--- src/rtl/core/ald_pkg.sv ---
// Shared types and constants for the ambient light dimmer.
package ald_pkg;

    localparam int unsigned SAMPLE_W = 12;
    localparam int unsigned MV_W     = 12;
    localparam int unsigned THR_W    = 12;
    localparam int unsigned HYS_W    = 11;
    localparam int unsigned LEVEL_W  = 8;
    localparam int unsigned STATE_W  = 2;
    localparam int unsigned CFG_IDX_W  = 2;
    localparam int unsigned CFG_DATA_W = 12;
    localparam int unsigned PROD_W   = 24;

    // full scale in mV over 2^12 converter codes
    localparam logic [MV_W-1:0] MV_SCALE = 12'd3300;

    localparam logic [THR_W-1:0]   THR_RESET    = 12'd1000;
    localparam logic [HYS_W-1:0]   HYS_RESET    = 11'd100;
    localparam logic [LEVEL_W-1:0] BRIGHT_RESET = 8'd255;
    localparam logic [LEVEL_W-1:0] DIM_RESET    = 8'd0;

    typedef enum logic [STATE_W-1:0] {
        LIGHT_UNDECIDED = 2'd0,
        LIGHT_DARK      = 2'd1,
        LIGHT_BRIGHT    = 2'd2,
        LIGHT_RSVD      = 2'd3
    } t_light;

    typedef enum logic [CFG_IDX_W-1:0] {
        CFG_THRESHOLD  = 2'd0,
        CFG_HYSTERESIS = 2'd1,
        CFG_BRIGHT     = 2'd2,
        CFG_DIM        = 2'd3
    } t_cfg_idx;

    typedef enum logic [2:0] {
        S_IDLE,
        S_WRITE,
        S_READ,
        S_DRAIN,
        S_DECIDE
    } t_state;

endpackage

--- src/rtl/core/ald_ram.sv ---
// Generic single-port-write, single-port-read RAM with registered read data.
module ald_ram #(
    parameter int unsigned WIDTH = 12,
    parameter int unsigned DEPTH = 8
) (
    input  logic                     i_clk,
    input  logic                     i_we,
    input  logic [$clog2(DEPTH)-1:0] i_waddr,
    input  logic [WIDTH-1:0]         i_wdata,
    input  logic [$clog2(DEPTH)-1:0] i_raddr,
    output logic [WIDTH-1:0]         o_rdata
);

    logic [WIDTH-1:0] r_mem [DEPTH];
    logic [WIDTH-1:0] r_rdata;

    always_ff @(posedge i_clk) begin
        if (i_we) begin
            r_mem[i_waddr] <= i_wdata;
        end
        r_rdata <= r_mem[i_raddr];
    end

    assign o_rdata = r_rdata;

endmodule

--- src/rtl/core/ambient_light_dimmer_top.sv ---
// Top level of the ambient light dimmer: sample ring, halving average, threshold.
//
// Usage:
//   Slave stream (i_s_*) takes one raw 12-bit light sample per transfer.
//   Master stream (o_m_*) gives one result per sample: average in mV, light
//   state, update flag and the brightness to drive when update is set.
//   Config channel (i_cfg_*) writes threshold, hysteresis, bright and dim
//   levels; o_cfg_ready is always high, write only while the block is idle.
// Timing:
//   A result reaches the output register after its transfer by one ring write,
//   DEPTH ring reads through the registered RAM read port, the drain state and
//   the compare state; the mV multiply sits in the transfer cycle. One sample
//   in work at a time: a new one is taken once the last result is loaded.
// Reset:
//   Synchronous, active low. Ring entries read as zero until written (per-entry
//   valid flops), write slot and light state go to zero, registers take their
//   default values. No clearing pass is needed.
// Stall:
//   A result waits in the output register; the next sample is still accepted
//   and worked on, and only its final compare step waits for the register.
module ambient_light_dimmer_top #(
    parameter int unsigned DEPTH = 8
) (
    input  logic                          i_clk,
    input  logic                          i_rst_n,
    // slave stream; tdata: [11:0] sample, [15:12] zero
    input  logic                          i_s_tvalid,
    output logic                          o_s_tready,
    input  logic [15:0]                   i_s_tdata,
    // master stream; tdata: [11:0] average_mv, [13:12] light_state,
    // [14] update, [22:15] drive_level, [23] zero
    output logic                          o_m_tvalid,
    input  logic                          i_m_tready,
    output logic [23:0]                   o_m_tdata,
    // configuration write channel
    input  logic                          i_cfg_valid,
    output logic                          o_cfg_ready,
    input  logic [ald_pkg::CFG_IDX_W-1:0] i_cfg_index,
    input  logic [ald_pkg::CFG_DATA_W-1:0] i_cfg_data
);

    import ald_pkg::*;

    localparam int unsigned AW = $clog2(DEPTH);
    localparam logic [AW-1:0] LAST_ADDR = AW'(DEPTH - 1);

    t_state r_state, n_state;

    logic [THR_W-1:0]   r_threshold;
    logic [HYS_W-1:0]   r_hysteresis;
    logic [LEVEL_W-1:0] r_bright;
    logic [LEVEL_W-1:0] r_dim;

    logic [MV_W-1:0]    r_mv;
    logic [AW-1:0]      r_slot;
    logic [DEPTH-1:0]   r_valid;
    logic [AW-1:0]      r_rd_addr;
    logic               r_rd_pend;
    logic               r_rd_ok;
    logic               r_rd_first;
    logic               r_done;
    logic [MV_W-1:0]    r_acc;
    t_light             r_level;

    logic               r_out_valid;
    logic [23:0]        r_out_data;

    logic               s_accept;
    logic               ram_we;
    logic               rd_issue;
    logic               out_free;
    logic               out_load;
    logic [PROD_W-1:0]  prod;
    logic [MV_W-1:0]    rd_val;
    logic [MV_W:0]      acc_sum;
    logic [THR_W:0]     upper;
    logic [THR_W:0]     avg_plus_hys;
    logic               go_bright;
    logic               go_dark;
    t_light             new_level;
    logic               upd;
    logic [LEVEL_W-1:0] drive;

    ald_ram #(
        .WIDTH(MV_W),
        .DEPTH(DEPTH)
    ) u_ring (
        .i_clk  (i_clk),
        .i_we   (ram_we),
        .i_waddr(r_slot),
        .i_wdata(r_mv),
        .i_raddr(r_rd_addr),
        .o_rdata(rd_val)
    );

    // next state
    always_comb begin
        n_state = r_state;
        unique case (r_state)
            S_IDLE:   if (i_s_tvalid) n_state = S_WRITE;
            S_WRITE:  n_state = S_READ;
            S_READ:   if (r_rd_addr == LAST_ADDR) n_state = S_DRAIN;
            S_DRAIN:  n_state = S_DECIDE;
            S_DECIDE: if (out_free) n_state = S_IDLE;
            default:  n_state = S_IDLE;
        endcase
    end

    // control outputs of the sequencer
    always_comb begin
        o_s_tready = 1'b0;
        ram_we     = 1'b0;
        rd_issue   = 1'b0;
        out_load   = 1'b0;
        unique case (r_state)
            S_IDLE:   o_s_tready = 1'b1;
            S_WRITE:  ram_we     = 1'b1;
            S_READ:   rd_issue   = 1'b1;
            S_DRAIN:  ;
            S_DECIDE: out_load   = out_free;
            default:  ;
        endcase
    end

    assign s_accept = i_s_tvalid & o_s_tready;
    assign out_free = ~r_out_valid | i_m_tready;
    assign prod     = PROD_W'(i_s_tdata[SAMPLE_W-1:0]) * PROD_W'(MV_SCALE);
    assign acc_sum  = {1'b0, r_acc} + {1'b0, rd_val};

    // dead band compare; lower edge written as avg + hys < thr to stay unsigned
    assign upper        = {1'b0, r_threshold} + (THR_W+1)'(r_hysteresis);
    assign avg_plus_hys = {1'b0, r_acc} + (THR_W+1)'(r_hysteresis);
    assign go_bright    = ({1'b0, r_acc} > upper) && (r_level != LIGHT_BRIGHT);
    assign go_dark      = (avg_plus_hys < {1'b0, r_threshold}) && (r_level != LIGHT_DARK);

    always_comb begin
        priority if (go_bright) begin
            new_level = LIGHT_BRIGHT;
            upd       = 1'b1;
            drive     = r_bright;
        end else if (go_dark) begin
            new_level = LIGHT_DARK;
            upd       = 1'b1;
            drive     = r_dim;
        end else begin
            new_level = r_level;
            upd       = 1'b0;
            drive     = '0;
        end
    end

    always_ff @(posedge i_clk) begin
        if (!i_rst_n) begin
            r_state      <= S_IDLE;
            r_threshold  <= THR_RESET;
            r_hysteresis <= HYS_RESET;
            r_bright     <= BRIGHT_RESET;
            r_dim        <= DIM_RESET;
            r_slot       <= '0;
            r_valid      <= '0;
            r_rd_addr    <= '0;
            r_rd_pend    <= 1'b0;
            r_level      <= LIGHT_UNDECIDED;
            r_out_valid  <= 1'b0;
        end else begin
            r_state <= n_state;

            if (i_cfg_valid) begin
                unique case (t_cfg_idx'(i_cfg_index))
                    CFG_THRESHOLD:  r_threshold  <= i_cfg_data[THR_W-1:0];
                    CFG_HYSTERESIS: r_hysteresis <= i_cfg_data[HYS_W-1:0];
                    CFG_BRIGHT:     r_bright     <= i_cfg_data[LEVEL_W-1:0];
                    CFG_DIM:        r_dim        <= i_cfg_data[LEVEL_W-1:0];
                    default:        ;
                endcase
            end

            if (ram_we) begin
                r_valid[r_slot] <= 1'b1;
                r_slot          <= (r_slot == LAST_ADDR) ? '0 : r_slot + 1'b1;
                r_rd_addr       <= '0;
            end

            r_rd_pend <= rd_issue;
            if (rd_issue && r_rd_addr != LAST_ADDR) begin
                r_rd_addr <= r_rd_addr + 1'b1;
            end

            if (out_load) begin
                r_level     <= new_level;
                r_out_valid <= 1'b1;
            end else if (i_m_tready) begin
                r_out_valid <= 1'b0;
            end
        end
    end

    // payload and datapath registers
    always_ff @(posedge i_clk) begin
        if (s_accept) begin
            r_mv <= prod[PROD_W-1:PROD_W-MV_W];
        end

        if (rd_issue) begin
            r_rd_ok    <= r_valid[r_rd_addr];
            r_rd_first <= (r_rd_addr == '0);
        end

        // halving average; stops at the first empty or zero entry after entry 0
        if (r_rd_pend) begin
            if (r_rd_first) begin
                r_acc  <= r_rd_ok ? rd_val : '0;
                r_done <= 1'b0;
            end else if (!r_done) begin
                if (!r_rd_ok || rd_val == '0) begin
                    r_done <= 1'b1;
                end else begin
                    r_acc <= acc_sum[MV_W:1];
                end
            end
        end

        if (out_load) begin
            r_out_data <= {1'b0, drive, upd, new_level, r_acc};
        end
    end

    assign o_m_tvalid  = r_out_valid;
    assign o_m_tdata   = r_out_data;
    assign o_cfg_ready = 1'b1;

endmodule
--- config.mk ---
export PLATFORM = sky130hd
export DESIGN_NAME = ambient_light_dimmer_top
export DESIGN_NICKNAME = d
export VERILOG_FILES = /design/src/rtl/core/ald_pkg.sv /design/src/rtl/core/ald_ram.sv /design/src/rtl/core/ambient_light_dimmer_top.sv
export SDC_FILE = /design/constraint.sdc
export NUM_CORES = 1
export LEC_CHECK = 0
export BUFFER_PORTS_ARGS = -buffer_cell sky130_fd_sc_hd__buf_2
export CAP_MARGIN = 25
export CORE_MARGIN = 2
export CORE_UTILIZATION = 35
export CTS_BUF_LIST = sky130_fd_sc_hd__clkbuf_2
export DETAILED_ROUTE_END_ITERATION = 8
export PLACE_DENSITY_LB_ADDON = 0.25
export SLEW_MARGIN = 5
export SYNTH_ARGS = -nofsm -noshare
export SYNTH_HDL_FRONTEND = slang
export SYNTH_SLANG_ARGS = --single-unit
export TNS_END_PERCENT = 50
--- constraint.sdc ---
create_clock -name i_clk -period 4.99 [get_ports i_clk]
set_input_delay 0.2495 -clock i_clk [delete_from_list [all_inputs] [get_ports i_clk]]
set_output_delay 0.2495 -clock i_clk [all_outputs]
set_load 0.005 [all_outputs]
Word level (Yosys, flattened, before mapping)
Memories as Yosys holds them, arrays and structs flattened. A register that Yosys moved wholly into a read port is not among the register bits.
Cells that the tools add are included.
{"block": "totals", "reg_bits": 110, "latchBits": 0, "ramBits": 96, "rom_bits": 0, "input_bits": 35, "output_inout_bits": 27, "wordCells": 99, "mem_count": 1}
{"block": "op_classes", "n_addsub": 5, "multipliers": 1, "div_mod_pow": 0, "order_cmp": 5, "eq_ne": 17, "n_shift": 0, "muxes": 30, "n_bitwise": 4, "n_reduce_logical": 18}
{"memory": "u_ring.r_mem", "words": 8, "width": 12, "rd": 1, "rd_ports_with_merged_regs": 1, "write_ports": 1, "line": "ald_ram.sv:14", "source": "logic [WIDTH-1:0] r_mem [DEPTH];"}
{"cell": "$mux 12", "n": 4}
{"cell": "$add 12x11->13", "n": 2}
{"cell": "$mul 12x10->22 const B", "n": 1}
{"cell": "$mux 3", "n": 6}
{"cell": "$mux 8", "n": 2}
{"cell": "$pmux 3 s5", "n": 1}
{"cell": "$add 12x12->13", "n": 1}
{"cell": "$gt 12x13->1", "n": 1}
{"cell": "$lt 13x12->1", "n": 1}
{"cell": "$mux 1", "n": 13}
{"cell": "$logic_not 12->1", "n": 1}
{"cell": "$ne 2x2->1 const B", "n": 6}
{"cell": "$eq 3x3->1 const B", "n": 3}
{"cell": "$lt 3x4->1 const B", "n": 2}
{"cell": "$or 8x8->8", "n": 1}
{"cell": "$reduce_and 2->1", "n": 4}
{"cell": "$add 3x1->3 const B", "n": 2}
{"cell": "$eq 3x2->1 const B", "n": 2}
{"cell": "$logic_not 3->1", "n": 2}
{"cell": "$reduce_and 3->1", "n": 2}
{"cell": "$eq 2x2->1 const B", "n": 2}
{"cell": "$logic_and 1x1->1", "n": 4}
{"cell": "$mux 2", "n": 2}
{"cell": "$reduce_bool 2->1", "n": 2}
{"cell": "other kinds (13)", "n": 13}

Longest topological paths before layout
{"block": "depth", "ltp_word": 5, "depth_mapped": 18, "depth_no_buf": 17}

Hierarchy
Synthesis repeated with hierarchy kept, for this count alone.
{"block": "unflattened", "cells_unflattened": 1034, "hier_area_um2": 12368.1}
{"mod": "ambient_light_dimmer_top", "instances": 1, "cells_per_inst": 870, "area_per_inst_um2": 8380.5, "seq_area_each_um2": 2702.6}
{"mod": "ald_ram", "instances": 1, "cells_per_inst": 164, "area_per_inst_um2": 3987.6, "seq_area_each_um2": 3123.0}

Worst setup path after synthesis
No wires, ideal clock.
{"block": "synth_timing", "path_type": "input port to flip-flop", "from": "input port i_s_tdata[1]", "to": "register r_mv[11], data pin", "setup_time_ns": 0.260, "arrival_time_ns": 4.224, "t_required_ns": 4.730, "setup_slack_ns": 0.506, "cell_stages": 16, "path_buffers": 0, "path_cell_list": "ha_1 xor2_1 ha_1 fa_1 fa_1 inv_1 fa_1 inv_1 ha_1 or3_1 a211oi_1 a211oi_1 o211ai_1 o21ai_1 a21oi_1 xnor2_1"}
{"block": "synth_between", "elab_chain_len": 1}
{"item": "from (decl)", "line": "ambient_light_dimmer_top.sv:29", "source": "input logic [15:0] i_s_tdata,"}
{"item": "$mul 12x10->22", "line": "ambient_light_dimmer_top.sv:127", "source": "assign prod = PROD_W'(i_s_tdata[SAMPLE_W-1:0]) * PROD_W'(MV_SCALE);"}
{"item": "named net prod[23]", "line": "ambient_light_dimmer_top.sv:73", "source": "logic [PROD_W-1:0] prod;"}
{"item": "to (signal assigned)", "line": "ambient_light_dimmer_top.sv:201", "source": "r_mv <= prod[PROD_W-1:PROD_W-MV_W];"}
{"item": "to (decl)", "line": "ambient_light_dimmer_top.sv:54", "source": "logic [MV_W-1:0] r_mv;"}
The timed path passes the listed nets, and every way through them passes these cells.
A chain may end at the register's enable or synchronous reset.

Final worst setup path
{"block": "layout_timing", "from": "register r_hysteresis[1]", "to": "register r_out_data[16], in the netlist o_m_tdata[16], data pin"}
{"block": "layout_between", "elab_chain_len": 5, "word_cells_on_any_way": 8, "classes_between": "add/sub (2); order compare (2); mux (2); reduce/logical (2)"}
{"item": "from (decl)", "line": "ambient_light_dimmer_top.sv:50", "source": "logic [HYS_W-1:0] r_hysteresis;"}
{"item": "from (signal assigned)", "line": "ambient_light_dimmer_top.sv:171", "source": "CFG_HYSTERESIS: r_hysteresis <= i_cfg_data[HYS_W-1:0];"}
{"item": "$add 12x11->13", "line": "ambient_light_dimmer_top.sv:132", "source": "assign avg_plus_hys = {1'b0, r_acc} + (THR_W+1)'(r_hysteresis);"}
{"item": "$lt 13x12->1", "line": "ambient_light_dimmer_top.sv:134", "source": "assign go_dark = (avg_plus_hys < {1'b0, r_threshold}) && (r_level != LIGHT_DARK);"}
{"item": "$logic_and 1x1->1", "line": "ambient_light_dimmer_top.sv:134"}
{"item": "$mux 8", "line": "ambient_light_dimmer_top.sv:141", "source": "end else if (go_dark) begin"}
{"item": "$mux 8 (*)", "line": "ambient_light_dimmer_top.sv:137", "source": "priority if (go_bright) begin"}
{"item": "named net drive[1]", "line": "ambient_light_dimmer_top.sv:82", "source": "logic [LEVEL_W-1:0] drive;"}
{"item": "to (signal assigned)", "line": "ambient_light_dimmer_top.sv:224", "source": "r_out_data <= {1'b0, drive, upd, new_level, r_acc};"}
{"item": "to (decl)", "line": "ambient_light_dimmer_top.sv:66", "source": "logic [23:0] r_out_data;"}
Mark *: on every way through the listed nets, which the timed path passes. The rest lies on a longest branch.

==> metrics.txt <==
status complete, no violations; max incr delay on CP about 520 ps; CTS Hold Bufs 39; Sink Count ~220; port bufs 55; vias in the first global route ~7,900; gr ovfl total 0; area of the multi-input gates 0.005862 mm2; f_max 0.2274 GHz; Top Ports between 60 and 70; drt total wl ~25,000 um; largest net degree at the start of global routing 62; DR vias 7,767; Seq. cell area 0.005828 mm2; DIE WIDTH 189.3 um; placed cells approximately 1,500; CP Data Required Time between 5000 and 6000 ps; Yosys top cell area share between 30% and 40%; Final Wtd Congestion 0.8110; post-synthesis mux area share 7.744%; fin crit share 88.11%; number of flops mapped to enable cells by yosys about 150; Die Ht between 150 and 200 um; post-synthesis simple-gate area fraction 9.566%; die area around 0.036 mm2; CP Cell Sequence ha_1, a21o_1, a21o_1, a2111oi_0, buf_4, o21ai_1, a31o_1, a21oi_1, xnor2_1, ha_1, nand3_1, nor4_1, a21oi_1, o221ai_1, a41o_1, buf_4, mux2_1; post-synthesis cell type count 65; Setup Fix Bufs, Post-CTS 0; clk_skew between 100 and 150 ps; Clk Latency, worst-skew pair approximately 840 ps; Mapped Area ~0.012 mm2; Slew Viols, Final 0; DRT iter0 DRCs 533; post-synthesis adder-cell area fraction between 10% and 20%; main combinational cell family by area after synthesis adder cells; first-pass GRT wire length 41,160 um; Layout Cells excl Fill roughly 1,600; initial core utilization 35.67%; FILL cells ~3,300; Clock Path Buffers 3; gr usage total 14.33%; Synth Net Count between 1,000 and 1,500; crit path capture type flop; Synth area leaders edfxtp_1 36%, ha_1 14%, dfxtp_1 12%; number of synthesized register bits around 220; dominant cell type by area after synthesis edfxtp_1; RSZ-0062 raised after global routing no; Worst slew margin approximately two fifths; site row count 67; crit start category flop; ys async rst share 0%; Syn Inst Count roughly 980; nets@finish ~1,300; share of layout cells above drive strength 1 19.62%; Syn-to-layout area delta 15.02%; drt drc 0; Arr. time, crit path 4990 ps; peak supply drop approximately 160 uV; CP max stage cell nor4_1; total CTS buffers between 50 and 60; Synth Area in XOR/XNOR under 10%; critical path class reg -> reg; final hold slack between 100 and 150 ps; Compound-Gate Fraction of Synth Area under 10%; Core Area between 0.03 and 0.04 mm2; sequential area share after synthesis between 40 and 50%; Post-DRT Antenna Nets 0; Pleak around 5.7 nW; Final Hold Fails 0; worst r2r path cells 17; Setup violations, final 0; Vias per Instance around 4.8; Reg clk slew, reported paths around 100 ps; Tot Pwr between 4 and 5 mW; Worst Max-Slew Pin Slew 912.5 ps; Mapped Avg Cell Area between 10 and 15 um2; CP top delay family compound AO/OA/AOI/OAI gates; TritonCTS clock tree done; H-tree levels 2; Worst Hold Class in -> reg; first drt pass iteration count 4; max-capacitance violation count 0; hold path depth 4; Root Buffer clkbuf_2; Bufs and invs on worst path 2; total power per unit cell area approximately 360 mW/mm2; Final TNS setup 0 ps; Final HPWL DP ~18,000 um; WL per Instance ~16 um; initial antenna violation count 1; Tmin final approximately 4400 ps; post-cts gate resize count 0; Top FF cell, synth edfxtp_1; number of synthesis warnings 0; Crit path depth 17; crit path max fanout 12
sequential cells by signal, summed over array words and instances (netlist names), 8 cells and up:
signal and flops:
u_ring.r_mem 96, o_m_tdata 23, r_acc 12, r_mv 12, r_threshold 12, u_ring.o_rdata 12
r_hysteresis 11, r_bright 8, r_dim 8, r_valid 8
cell usage in the layout (no fill, tap or decap), types with 12 or more instances in the layout:
| master | n |
|---|---|
| dlygate4sd3_1 | 39 |
| mux2_2 | 13 |
| o21a_1 | 19 |
| buf_4 | 13 |
| clkbuf_2 | 91 |
| edfxtp_1 | 146 |
| mux4_2 | 26 |
| xor2_1 | 17 |
| fa_1 | 31 |
| nand3_1 | 21 |
| dfxtp_1 | 70 |
| nor2_1 | 33 |
| clkinv_1 | 12 |
| a21boi_0 | 20 |
| nor2b_1 | 19 |
| nand2_1 | 92 |
| o21ai_0 | 24 |
| a21o_1 | 21 |
| xnor2_1 | 19 |
| a21oi_1 | 28 |
| inv_1 | 65 |
| buf_2 | 55 |
| ha_1 | 133 |
layout make-up:
type	count	area share, %
antenna	1	0.01810
clock buffer	91	3.294
clock inverter	17	0.5520
inverter	65	1.765
multi-input combinational	662	42.40
sequential	218	42.15
tap	448	4.054
timing repair buffer	109	5.765
worst paths after layout:
check / slack (ps) / end / from
min: 120 / r_mv[11]$_DFFE_PP_ / i_s_tdata[11]
min reg2reg: 470 / r_valid[0]$_SDFFE_PN0P_ / r_valid[0]$_SDFFE_PN0P_
max reg2reg: 590 / o_m_tdata[16]$_DFFE_PP_ / r_hysteresis[1]$_SDFFE_PN0P_
max: 590 / o_m_tdata[16]$_DFFE_PP_ / r_hysteresis[1]$_SDFFE_PN0P_
cell usage after synthesis (3+ instances only):
cell and count:
o31ai_1 5, mux2_1 3, nand3_1 21, fa_1 31, nor2b_1 20, and2_1 5, ha_1 133, xor2_1 17
dfxtp_1 72, a211oi_1 6, inv_1 65, a21oi_1 28, o21a_1 19, and3_1 10, mux2_4 5, xnor2_1 19
clkbuf_1 25, nand2_1 92, nand4_1 6, nand2b_1 10, o211ai_1 8, nor2_1 36, o21ai_1 5, mux2_2 13
mux4_2 26, nor4_1 7, a21o_1 21, a2111oi_0 3, o21ai_0 24, nor3_1 15, a21boi_0 20, mux2i_1 9
nor3b_1 5, edfxtp_1 146
stage by stage:
step	setup WS, ps	cell area [um2]	util [%]
after floorplan	506.2	12020	-
after global placement	119.0	12870	38.18
after detailed placement	83.30	12870	38.18
after CTS	598.4	13790	40.92
after global routing	405.3	13830	41.03
final	593.2	13830	41.03
routing by layer:
layer / wire (um) / track usage, %
met5: 0 / 0
met4: 355 / 4.144
met3: 903 / 2.484
met2: 12000 / 23.99
met1: 11980 / 19.08
power by group:
| part | internal (mW) | leakage (nW) | switching [mW] |
|---|---|---|---|
| Combinational | 0.669 | 3.39 | 0.725 |
| Clock | 0.491 | 0.418 | 0.731 |
| Sequential | 2.21 | 1.91 | 0.148 |
| Total | 3.37 | 5.72 | 1.60 |
worst reg2reg max path, stage by stage, from the launching register on:
cell and delay (ps):
dfxtp_1 480, ha_1 290, a21o_1 180, a21o_1 200
a2111oi_0 420, buf_4 190, o21ai_1 70, a31o_1 220
a21oi_1 170, xnor2_1 100, ha_1 300, nand3_1 150
nor4_1 520, a21oi_1 80, o221ai_1 100, a41o_1 120
buf_4 230, mux2_1 390
kinds of logic (layout without fill, tap and decap cells):
logic type      count (synthesis)  after routing
flops                         218            218
mux                            56             56
buf+inv                        95            282
fa+ha+maj                     164            164
other cells                     2              3
compound gates                165            165
xor+xnor                       36             36
simple gates                  239            239
No activity file was read; power rests on OpenSTA's default activity.
